File: src/hdl/hbi_pkg.sv
// ----------------------------------------------------------------------------
// hbi_pkg
// Shared constants and register codes of the half-band x2 interpolator.
// ----------------------------------------------------------------------------
package hbi_pkg;

  localparam int DATA_WIDTH_DEF = 16;
  localparam int COEF_WIDTH_DEF = 16;

  localparam int DELAY_DEPTH = 14;
  localparam int NUM_SYM     = DELAY_DEPTH / 2;
  localparam int NUM_REGS    = NUM_SYM + 1;
  localparam int SYM_IDX_W   = $clog2(NUM_SYM);
  localparam int FRAC_SHIFT  = 15;
  localparam int CFG_IDX_W   = 4;
  localparam int QUEUE_DEPTH = 2;

  typedef enum logic [CFG_IDX_W-1:0] {
    REG_COEF_0      = 4'd0,
    REG_COEF_2      = 4'd1,
    REG_COEF_4      = 4'd2,
    REG_COEF_6      = 4'd3,
    REG_COEF_8      = 4'd4,
    REG_COEF_10     = 4'd5,
    REG_COEF_12     = 4'd6,
    REG_COEF_CENTER = 4'd7
  } cfg_reg_e;

  localparam logic signed [31:0] COEF_RESET [NUM_REGS] = '{
    32'sd33, -32'sd158, 32'sd491, -32'sd1214,
    32'sd2674, -32'sd5942, 32'sd20503, 32'sd32767
  };

endpackage

File: src/hdl/hbi_queue.sv
// ----------------------------------------------------------------------------
// hbi_queue
// Short FIFO that decouples the front end from the filter back end.
// ----------------------------------------------------------------------------
module hbi_queue import hbi_pkg::*; #(
  parameter int WIDTH = 8
) (
  input  logic             clk_i,
  input  logic             rst_ni,
  input  logic             push_i,
  input  logic [WIDTH-1:0] data_i,
  output logic             full_o,
  input  logic             pop_i,
  output logic             empty_o,
  output logic [WIDTH-1:0] data_o
);

  localparam int PTR_W = $clog2(QUEUE_DEPTH);
  localparam int CNT_W = $clog2(QUEUE_DEPTH + 1);

  logic [WIDTH-1:0] mem_q [QUEUE_DEPTH];
  logic [PTR_W-1:0] wr_ptr_q, rd_ptr_q;
  logic [CNT_W-1:0] cnt_q;
  logic             do_push, do_pop;

  assign full_o  = (cnt_q == CNT_W'(QUEUE_DEPTH));
  assign empty_o = (cnt_q == '0);
  assign do_push = push_i && !full_o;
  assign do_pop  = pop_i && !empty_o;
  assign data_o  = mem_q[rd_ptr_q];

  always_ff @(posedge clk_i) begin
    if (do_push) begin
      mem_q[wr_ptr_q] <= data_i;
    end
  end

  always_ff @(posedge clk_i or negedge rst_ni) begin
    if (!rst_ni) begin
      wr_ptr_q <= '0;
      rd_ptr_q <= '0;
      cnt_q    <= '0;
    end else begin
      if (do_push) begin
        wr_ptr_q <= wr_ptr_q + PTR_W'(1);
      end
      if (do_pop) begin
        rd_ptr_q <= rd_ptr_q + PTR_W'(1);
      end
      if (do_push && !do_pop) begin
        cnt_q <= cnt_q + CNT_W'(1);
      end else if (do_pop && !do_push) begin
        cnt_q <= cnt_q - CNT_W'(1);
      end
    end
  end

endmodule

File: config.mk
export PLATFORM = sky130hd
export DESIGN_NAME = hbi_queue
export DESIGN_NICKNAME = d
export VERILOG_FILES = /design/src/hdl/hbi_pkg.sv /design/src/hdl/hbi_queue.sv
export SDC_FILE = /design/constraint.sdc
export NUM_CORES = 1
export LEC_CHECK = 0
export BUFFER_PORTS_ARGS = -buffer_cell sky130_fd_sc_hd__clkbuf_2
export CORE_AREA = 2 2 46 48
export CTS_CLUSTER_SIZE = 28
export DETAILED_ROUTE_END_ITERATION = 12
export DIE_AREA = 0 0 48 50
export PLACE_DENSITY_LB_ADDON = 0.25
export RECOVER_POWER = 50
export REMOVE_ABC_BUFFERS = 1
export SLEW_MARGIN = 10
export SYNTH_ARGS = -nofsm -noshare
export SYNTH_HDL_FRONTEND = slang
export SYNTH_SLANG_ARGS = --single-unit
File: constraint.sdc
create_clock -name clk_i -period 1.3 [get_ports clk_i]
set_input_delay 0.13 -clock clk_i [delete_from_list [all_inputs] [get_ports clk_i]]
set_output_delay 0.13 -clock clk_i [all_outputs]
set_load 0.02 [all_outputs]
==> impl_metrics.json <==
{
  "crit_fanout": 5,
  "worst_setup_path_start_kind": "flop",
  "port_buffers": 21,
  "dp.cells": 97,
  "nets": 92,
  "ff2ff_path_depth": 7,
  "diodes": 0,
  "r2r_start": "cnt_q[0]",
  "grt_pass1_vias": 475,
  "wl_per_cell_microns": 12.1,
  "r2r-end": "cnt_q[1]",
  "crit_path_start": "rd_ptr_q",
  "drv_cap": 0,
  "cts-root-buf": "clkbuf_4",
  "placementRows": 16,
  "syn_area_per_cell_sq_um": 17.8,
  "clk_path_buf_depth": 2,
  "worst_slack_ns": -0.124,
  "finalNonFillerCells": 105,
  "dpl_cell_area_sq_um": 961,
  "worstMarginPinSlew_ns": 0.238,
  "rrSetupSlack_ns": 0.01,
  "synth.distinct_cells": 15,
  "violations": "setup timing",
  "drc": 0,
  "crit_chain": "buf_6 -> mux2_4 -> buf_8",
  "fmax_mhz": 702,
  "multiInputGateArea_sq_um": 244,
  "core_sq_um": 1900,
  "hp-class": "in -> reg",
  "finalMaxSlewViolations": 0,
  "ys_seq_elements": 20,
  "viasPerCell": 4.43,
  "yosysTopAreaCell": "edfxtp_1",
  "endpoint_kind": "output port",
  "finalHoldViolations": 0,
  "track_usage_pct": 13.0,
  "syn_to_final_growth_pct": 49.3,
  "period_share_pct": 110,
  "crit_type": "reg -> out",
  "peakVddDrop_v": 0.00146,
  "io-pin-count": 22,
  "crit_arrival_ns": 1.29,
  "ys_seq_area_share_pct": 74.2,
  "clk_latency_ns": 0.29,
  "dieHeight_microns": 50,
  "ant_nets": 0,
  "p_leak_uw": 0.000491,
  "critPathRequiredTime_ns": 1.17,
  "antenna_found_initial": 0,
  "fillers": 150,
  "die_w_microns": 48,
  "post-synth-top-area-fraction_pct": 61.4,
  "drive_above_1_share_pct": 60.3,
  "clkTransAtPathRegs_ns": 0.11,
  "critPathTopFamily": "flip-flops",
  "final_core_util_pct": 61.4,
  "drt_iter0_markers": 6,
  "power_density_nw_per_um2": 2380,
  "slowest_delay_ns": 0.43,
  "seqCellArea_sq_um": 583,
  "max_slew_margin_pct": 84.1,
  "final_area_sq_um": 1170,
  "crit_end": "data_o[1]",
  "outcome": "finished, violations left",
  "drtPass1Iterations": 2,
  "die_area_sq_um": 2400,
  "cts_sinks": 20,
  "htreeDepth": 1,
  "cp.depth": 3,
  "critPathBufInv": 2,
  "cts_tree": "yes",
  "skew_ns": 0.00782,
  "syn_area_sq_um": 782,
  "grt.overflow.total": 0,
  "finalSetupViolations": 8,
  "numCtsBuffers": 3,
  "start_util_pct": 41.1,
  "min_period_ns": 1.42,
  "grt_max_degree": 12,
  "cpMaxStageDelayCell": "dfrtp_2",
  "rsz0062_at_grt": "true",
  "synthCells": 44,
  "gp_congestion": 0.659,
  "routed_wl_microns": 1270,
  "vias": 465,
  "grt_pass1_wl_microns": 2120,
  "yosys-top-cells-area": "edfxtp_1, dfrtp_1, mux2_1",
  "ys_warn_count": 0
}
-- layout by cell type (no fill, tap or decap), types with 2 or more instances in the layout --
cell type and count:
clkbuf_2 7, buf_8 6, buf_4 7, dfrtp_2 2, buf_6 5, clkbuf_1 5
clkbuf_4 3, nor2_1 2, xor2_1 2, edfxtp_1 16, mux2_2 2, mux2_4 6
dfrtp_1 2, xnor2_1 2
-- per-stage QoR --
stage	setup TNS [ns]	total power, uW	worst slack, ns	hold slack (ns)
after floorplan	-0.802	1580	-0.0922	-0.166
after global placement	0	1910	0.00181	-0.0564
after detailed placement	-0.0551	1930	-0.0551	-0.0529
after CTS	-1.09	2680	-0.142	0.0170
after global routing	-1.39	2950	-0.173	0.0106
final	-0.953	2780	-0.124	0.0251
-- routing by layer --
layer | vias to the layer above | GRT usage (%) | wire length, microns
met4 | 0 | 5.41 | 11
met3 | 2 | 3.30 | 41
met5 | - | 0 | 0
met1 | 224 | 17.1 | 528
met2 | 11 | 20.0 | 688
li1 | 228 | - | -
-- registers in the layout, summed over array words and instances, names as in the netlist --
name and cells:
rd_ptr_q 1, cnt_q 2, wr_ptr_q 1, mem_q 16
-- cells in the mapped netlist --
cell type,instances
and3_1,1
buf_2,1
dfrtp_1,4
edfxtp_1,16
ha_1,1
inv_1,2
mux2_1,6
mux2_2,2
nand2_2,1
nand2b_1,1
nor2_1,3
o21ai_1,1
xnor2_1,2
xnor2_2,1
xor2_1,2
-- worst min path at each step --
stage	from	end	slack, ns	depth (start not counted)
after floorplan	rst_ni	cnt_q[0]	-0.17	0
after global placement	rst_ni	cnt_q[1]	-0.06	1
after detailed placement	rst_ni	cnt_q[1]	-0.05	1
after CTS	data_i[2]	mem_q[1][2]	0.02	1
after global routing	data_i[6]	mem_q[1][6]	0.01	1
final	data_i[6]	mem_q[1][6]	0.03	1
-- cell families (layout without fill, tap and decap cells) --
kind of cell | Yosys count | in the layout | synth area share, %
mux | 8 | 8 | 11.5
compound gates | 1 | 1 | 0.639
xor+xnor | 5 | 5 | 6.56
flops | 20 | 20 | 74.2
buf+inv | 3 | 37 | 1.60
simple gates | 6 | 6 | 3.84
fa+ha+maj | 1 | 1 | 1.60
-- repair_timing --
item,4_1_cts,5_1_grt
pin swaps,3,2
endpoints found under the hold margin,4,0
endpoints found under the setup margin,22,18
hold buffers,1,0
buffers inserted,3,0
gates resized for setup,30,16
-- layout make-up --
type                            count  area share, %
Clock buffer                        4           3.11
Multi-Input combinational cell     21           20.9
Sequential cell                    20           49.9
Tap cell                           27           2.89
Inverter                            2          0.643
Timing Repair Buffer               31           22.5
-- power by group --
| part | total [uW] | internal, uW | switching, uW |
|---|---|---|---|
| logic | 1430 | 821 | 607 |
| clock network | 347 | 170 | 176 |
| registers | 1010 | 902 | 104 |
| total | 2780 | 1890 | 887 |
No activity file was read; power rests on OpenSTA's default activity.
