### src/hdl/hbi_pkg.sv
// ----------------------------------------------------------------------------
// hbi_pkg
// Shared constants and register codes of the half-band x2 interpolator.
// ----------------------------------------------------------------------------
package hbi_pkg;

  localparam int DATA_WIDTH_DEF = 16;
  localparam int COEF_WIDTH_DEF = 16;

  localparam int DELAY_DEPTH = 14;
  localparam int NUM_SYM     = DELAY_DEPTH / 2;
  localparam int NUM_REGS    = NUM_SYM + 1;
  localparam int SYM_IDX_W   = $clog2(NUM_SYM);
  localparam int FRAC_SHIFT  = 15;
  localparam int CFG_IDX_W   = 4;
  localparam int QUEUE_DEPTH = 2;

  typedef enum logic [CFG_IDX_W-1:0] {
    REG_COEF_0      = 4'd0,
    REG_COEF_2      = 4'd1,
    REG_COEF_4      = 4'd2,
    REG_COEF_6      = 4'd3,
    REG_COEF_8      = 4'd4,
    REG_COEF_10     = 4'd5,
    REG_COEF_12     = 4'd6,
    REG_COEF_CENTER = 4'd7
  } cfg_reg_e;

  localparam logic signed [31:0] COEF_RESET [NUM_REGS] = '{
    32'sd33, -32'sd158, 32'sd491, -32'sd1214,
    32'sd2674, -32'sd5942, 32'sd20503, 32'sd32767
  };

endpackage

### src/hdl/hbi_front.sv
// ----------------------------------------------------------------------------
// hbi_front
// Accepts input items, shifts the delay line and forms the symmetric
// pre-sums and the centre sample for the back end.
// ----------------------------------------------------------------------------
module hbi_front import hbi_pkg::*; #(
  parameter int DATA_WIDTH = DATA_WIDTH_DEF,
  localparam int PW = DATA_WIDTH + 1,
  localparam int EW = 2 * NUM_SYM * PW + 2 * DATA_WIDTH
) (
  input  logic                         clk_i,
  input  logic                         rst_ni,
  input  logic                         in_valid_i,
  output logic                         in_stall_o,
  input  logic signed [DATA_WIDTH-1:0] in_re_i,
  input  logic signed [DATA_WIDTH-1:0] in_im_i,
  input  logic                         q_full_i,
  output logic                         q_push_o,
  output logic [EW-1:0]                q_data_o
);

  logic signed [DATA_WIDTH-1:0] dl_re_q [DELAY_DEPTH];
  logic signed [DATA_WIDTH-1:0] dl_im_q [DELAY_DEPTH];
  logic signed [DATA_WIDTH-1:0] nxt_re [DELAY_DEPTH];
  logic signed [DATA_WIDTH-1:0] nxt_im [DELAY_DEPTH];
  logic                         accept;

  assign in_stall_o = q_full_i;
  assign accept     = in_valid_i && !q_full_i;
  assign q_push_o   = accept;

  always_comb begin
    nxt_re[0] = in_re_i;
    nxt_im[0] = in_im_i;
    for (int k = 1; k < DELAY_DEPTH; k++) begin
      nxt_re[k] = dl_re_q[k-1];
      nxt_im[k] = dl_im_q[k-1];
    end
  end

  always_ff @(posedge clk_i or negedge rst_ni) begin
    if (!rst_ni) begin
      for (int k = 0; k < DELAY_DEPTH; k++) begin
        dl_re_q[k] <= '0;
        dl_im_q[k] <= '0;
      end
    end else if (accept) begin
      for (int k = 0; k < DELAY_DEPTH; k++) begin
        dl_re_q[k] <= nxt_re[k];
        dl_im_q[k] <= nxt_im[k];
      end
    end
  end

  // oldest pair goes with the outermost tap
  always_comb begin
    for (int k = 0; k < NUM_SYM; k++) begin
      q_data_o[k*PW +: PW] =
        PW'(nxt_re[DELAY_DEPTH-1-k]) + PW'(nxt_re[k]);
      q_data_o[(NUM_SYM+k)*PW +: PW] =
        PW'(nxt_im[DELAY_DEPTH-1-k]) + PW'(nxt_im[k]);
    end
    q_data_o[2*NUM_SYM*PW +: DATA_WIDTH]              = nxt_re[NUM_SYM-1];
    q_data_o[2*NUM_SYM*PW+DATA_WIDTH +: DATA_WIDTH]   = nxt_im[NUM_SYM-1];
  end

endmodule

### config.mk
export PLATFORM = sky130hd
export DESIGN_NAME = hbi_front
export DESIGN_NICKNAME = d
export VERILOG_FILES = /design/src/hdl/hbi_pkg.sv /design/src/hdl/hbi_front.sv
export SDC_FILE = /design/constraint.sdc
export NUM_CORES = 1
export LEC_CHECK = 0
export BUFFER_PORTS_ARGS = -buffer_cell sky130_fd_sc_hd__buf_2
export CORE_MARGIN = 2
export CORE_UTILIZATION = 45
export DETAILED_ROUTE_END_ITERATION = 8
export PLACE_DENSITY_LB_ADDON = 0.15
export SYNTH_ARGS = -nofsm -noshare
export SYNTH_HDL_FRONTEND = slang
export SYNTH_SLANG_ARGS = --single-unit
### constraint.sdc
create_clock -name clk_i -period 9.2 [get_ports clk_i]
set_clock_uncertainty 0.15 [all_clocks]
set_input_delay 2.3 -clock clk_i [delete_from_list [all_inputs] [get_ports clk_i]]
set_output_delay 2.3 -clock clk_i [all_outputs]
set_load 0.05 [all_outputs]
==> results_dict.tcl <==
set metrics [dict create \
    clk_pin_slew_ns 0.06 \
    crit_path_end_kind "output port" \
    std_cell_rows 86 \
    worstReg2RegEnd "dl_re_q[86]" \
    drv_slew 0 \
    antenna_found_initial 1 \
    gp_congestion 0.871 \
    post_synth_num_cell_types 67 \
    path_cells "buf_2, ha_1, fa_1, a21o_1, a21oi_1, o211ai_1, a31oi_1, o31ai_1, a21oi_1, a31o_2, buf_2" \
    clock.fmax_mhz 133 \
    yosys_warnings 0 \
    maxSlewHeadroom_pct 25.8 \
    drt_iter0_markers 1380 \
    worst_pin_slew_ns 1.11 \
    crit_fanout 4 \
    ys.flop_type "dfrtp_1" \
    cap_viol_max_count 0 \
    postCtsSetupRepairBufs 0 \
    num-fill-cells 5418 \
    arrival_ns 5.05 \
    rsz0062_at_grt "false" \
    tritoncts "built" \
    cts_hold_buf 0 \
    firstDrtPassIters 6 \
    ys_top_cells_by_area "dfrtp_1 41%, nand2_1 19%, ha_1 11%, xnor2_1 4.1%, a21oi_1 3.2%" \
    die_x_um 241 \
    syn2layout_area_growth_pct 15.0 \
    viasPerCell 5.22 \
    drc 0 \
    nNetsFinal 3551 \
    coreArea_mm2 0.0553 \
    min_period_ns 7.50 \
    yosysMostFrequentCell "nand2_1" \
    min-delay-start "dl_im_q[18]" \
    synthTopCellsByCount "1305 x nand2_1, 416 x dfrtp_1, 224 x ha_1, 162 x a21oi_1, 117 x xnor2_1" \
    r2r_cells 2 \
    clock_latency_ns 0.59 \
    postCtsResizedCells 0 \
    drive_gt1_share_pct 12.9 \
    hold_violations 0 \
    syn_nets 3319 \
    die_y_um 241 \
    design_power_total_mw 9.25 \
    p_per_area_mw_per_mm2 319 \
    grt_pass1_vias 20800 \
    netlist.area_leader.share_pct 41.3 \
    clockRootBuffer "clkbuf_16" \
    dieArea_mm2 0.0580 \
    clkSinkCount 416 \
    status "finished clean" \
    vias 21200 \
    synth-seq-cells 416 \
    synth_edf_count 0 \
    numCtsBuffers 48 \
    hold_path_end "dl_im_q[18]" \
    dp_hpwl_um 50800 \
    netlist_area_mm2 0.0252 \
    antenna_cells 0 \
    ys_seq_area_share_pct 41.3 \
    clk_path_buf_depth 3 \
    routed_wl_um 70000 \
    async_flop_share_pct 100 \
    rrSetupSlack_ns 8.31 \
    cpMaxStageDelayCell "a31oi_1" \
    critical_path_class "input port to output port" \
    fin_crit_sh_pct 81.6 \
    grt_pass1_wl_um 112000 \
    peakVddDrop_mv 0.191 \
    grt_usage_pct 24.2 \
    critPathLaunchType "input port" \
    postSynthCellCount 3045 \
    gr-total-overflow 0 \
    htreeDepth 2 \
    slowest_delay_ns 0.50 \
    antenna_left 0 \
    setup_tns_ns 0 \
    p_leak_nw 16.8 \
    grt_max_degree 216 \
    wl_per_cell_um 17.2 \
    holdPathStages 2 \
    setup_viol 0 \
    synth_top_area_cell "dfrtp_1" \
    rr_startpoint "dl_re_q[102]" \
    ios 308 \
    start_util_pct 45.6 \
    hold_class "register to register" \
    crit_required_ns 6.75 \
    port_buffers 307 \
    syn_area_per_cell_um2 8.29 \
]
[area by class of cell]
class	instances	area (um2)	area share (%)
tap	748	936	3.22
inverter	67	259	0.892
multi-input combinational	2430	14000	48.1
clock inverter	22	358	1.23
timing repair buffer	314	1650	5.68
sequential	416	10400	35.9
clock buffer	67	1460	5.01
[cell families after synthesis]
| kind of cell | synth area share [%] |
|---|---|
| muxes | 0.164 |
| buffers and inverters | 3.45 |
| DFF | 41.3 |
| AOI/OAI and AO/OA | 12.8 |
| adders and majority gates | 12.2 |
| xor gates and xnor gates | 6.11 |
| and+or+nand+nor | 24.0 |
[per-layer routing]
metal  vias up  routed length [um]  track usage (%)
li1      10600                   -                -
met1     10100               33800             35.2
met2       452               30600             36.9
met3       107                3490             4.07
met4         2                2110             7.58
met5         -                   7                0
[metrics by stage]
| stage | cells | area [um2] | worst slack, ns | util, % | hold WS (ns) |
|---|---|---|---|---|---|
| 2_1_floorplan | 3045 | 25200 | 1.60 | - | 0.300 |
| 3_3_place_gp | 3975 | 27200 | 1.72 | 49.2 | 0.315 |
| 3_5_place_dp | 3975 | 27200 | 1.69 | 49.2 | 0.319 |
| 4_1_cts | 4064 | 29000 | 1.68 | 52.5 | 0.333 |
| 5_1_grt | 4064 | 29000 | 1.54 | 52.5 | 0.347 |
| 6_report | 4064 | 29000 | 1.70 | 52.5 | 0.331 |
[cells in the final DEF, fill, tap and decap left out, drive strengths merged, types with 6 or more instances in the layout]
cell and n:
o31ai 12, bufinv 9, o21a 20, ha 224, a31o 11, xor2 59
a31oi 19, inv 67, nor2b 18, clkbuf 67, dfrtp 416, nand2 1305
xnor2 117, or3 7, fa 14, clkinv 10, nor2 77, nand2b 15
nand4 21, a211oi 15, buf 314, and3 10, and2 7, nand3 22
nor3 18, a21oi 162, o21ai 65, a21o 92, or4 6, o21bai 28
o211ai 6
[worst max-delay path by stage]
stage                     from            end  slack [ns]  cells past startpoint
floorplan           in_im_i[0]  q_data_o[135]        1.60                      9
global placement    in_re_i[0]   q_data_o[16]        1.72                     11
detailed placement  in_re_i[0]   q_data_o[16]        1.69                     11
CTS                 in_re_i[0]   q_data_o[16]        1.68                     11
global route        in_re_i[0]   q_data_o[16]        1.54                     11
finish              in_re_i[0]   q_data_o[16]        1.70                     11
[power breakdown]
group	internal (mW)	total (mW)	switching, mW	leakage (nW)
Clock	1.36	2.16	0.805	0.890
Sequential	2.18	2.57	0.390	5.55
Combinational	1.18	4.52	3.34	10.4
[flip-flops by register name, indices dropped and copies added (netlist names)]
register and flops:
dl_im_q 192, dl_re_q 192, q_data_o 32
[worst max-delay path, delay by kind of cell]
| family | cells | cell delay (ns) |
|---|---|---|
| AO/OA/AOI/OAI | 7 | 1.71 |
| buffers and inverters | 2 | 0.40 |
| adder cells (fa/ha/maj) | 2 | 0.64 |
No activity file was read; power rests on OpenSTA's default activity.
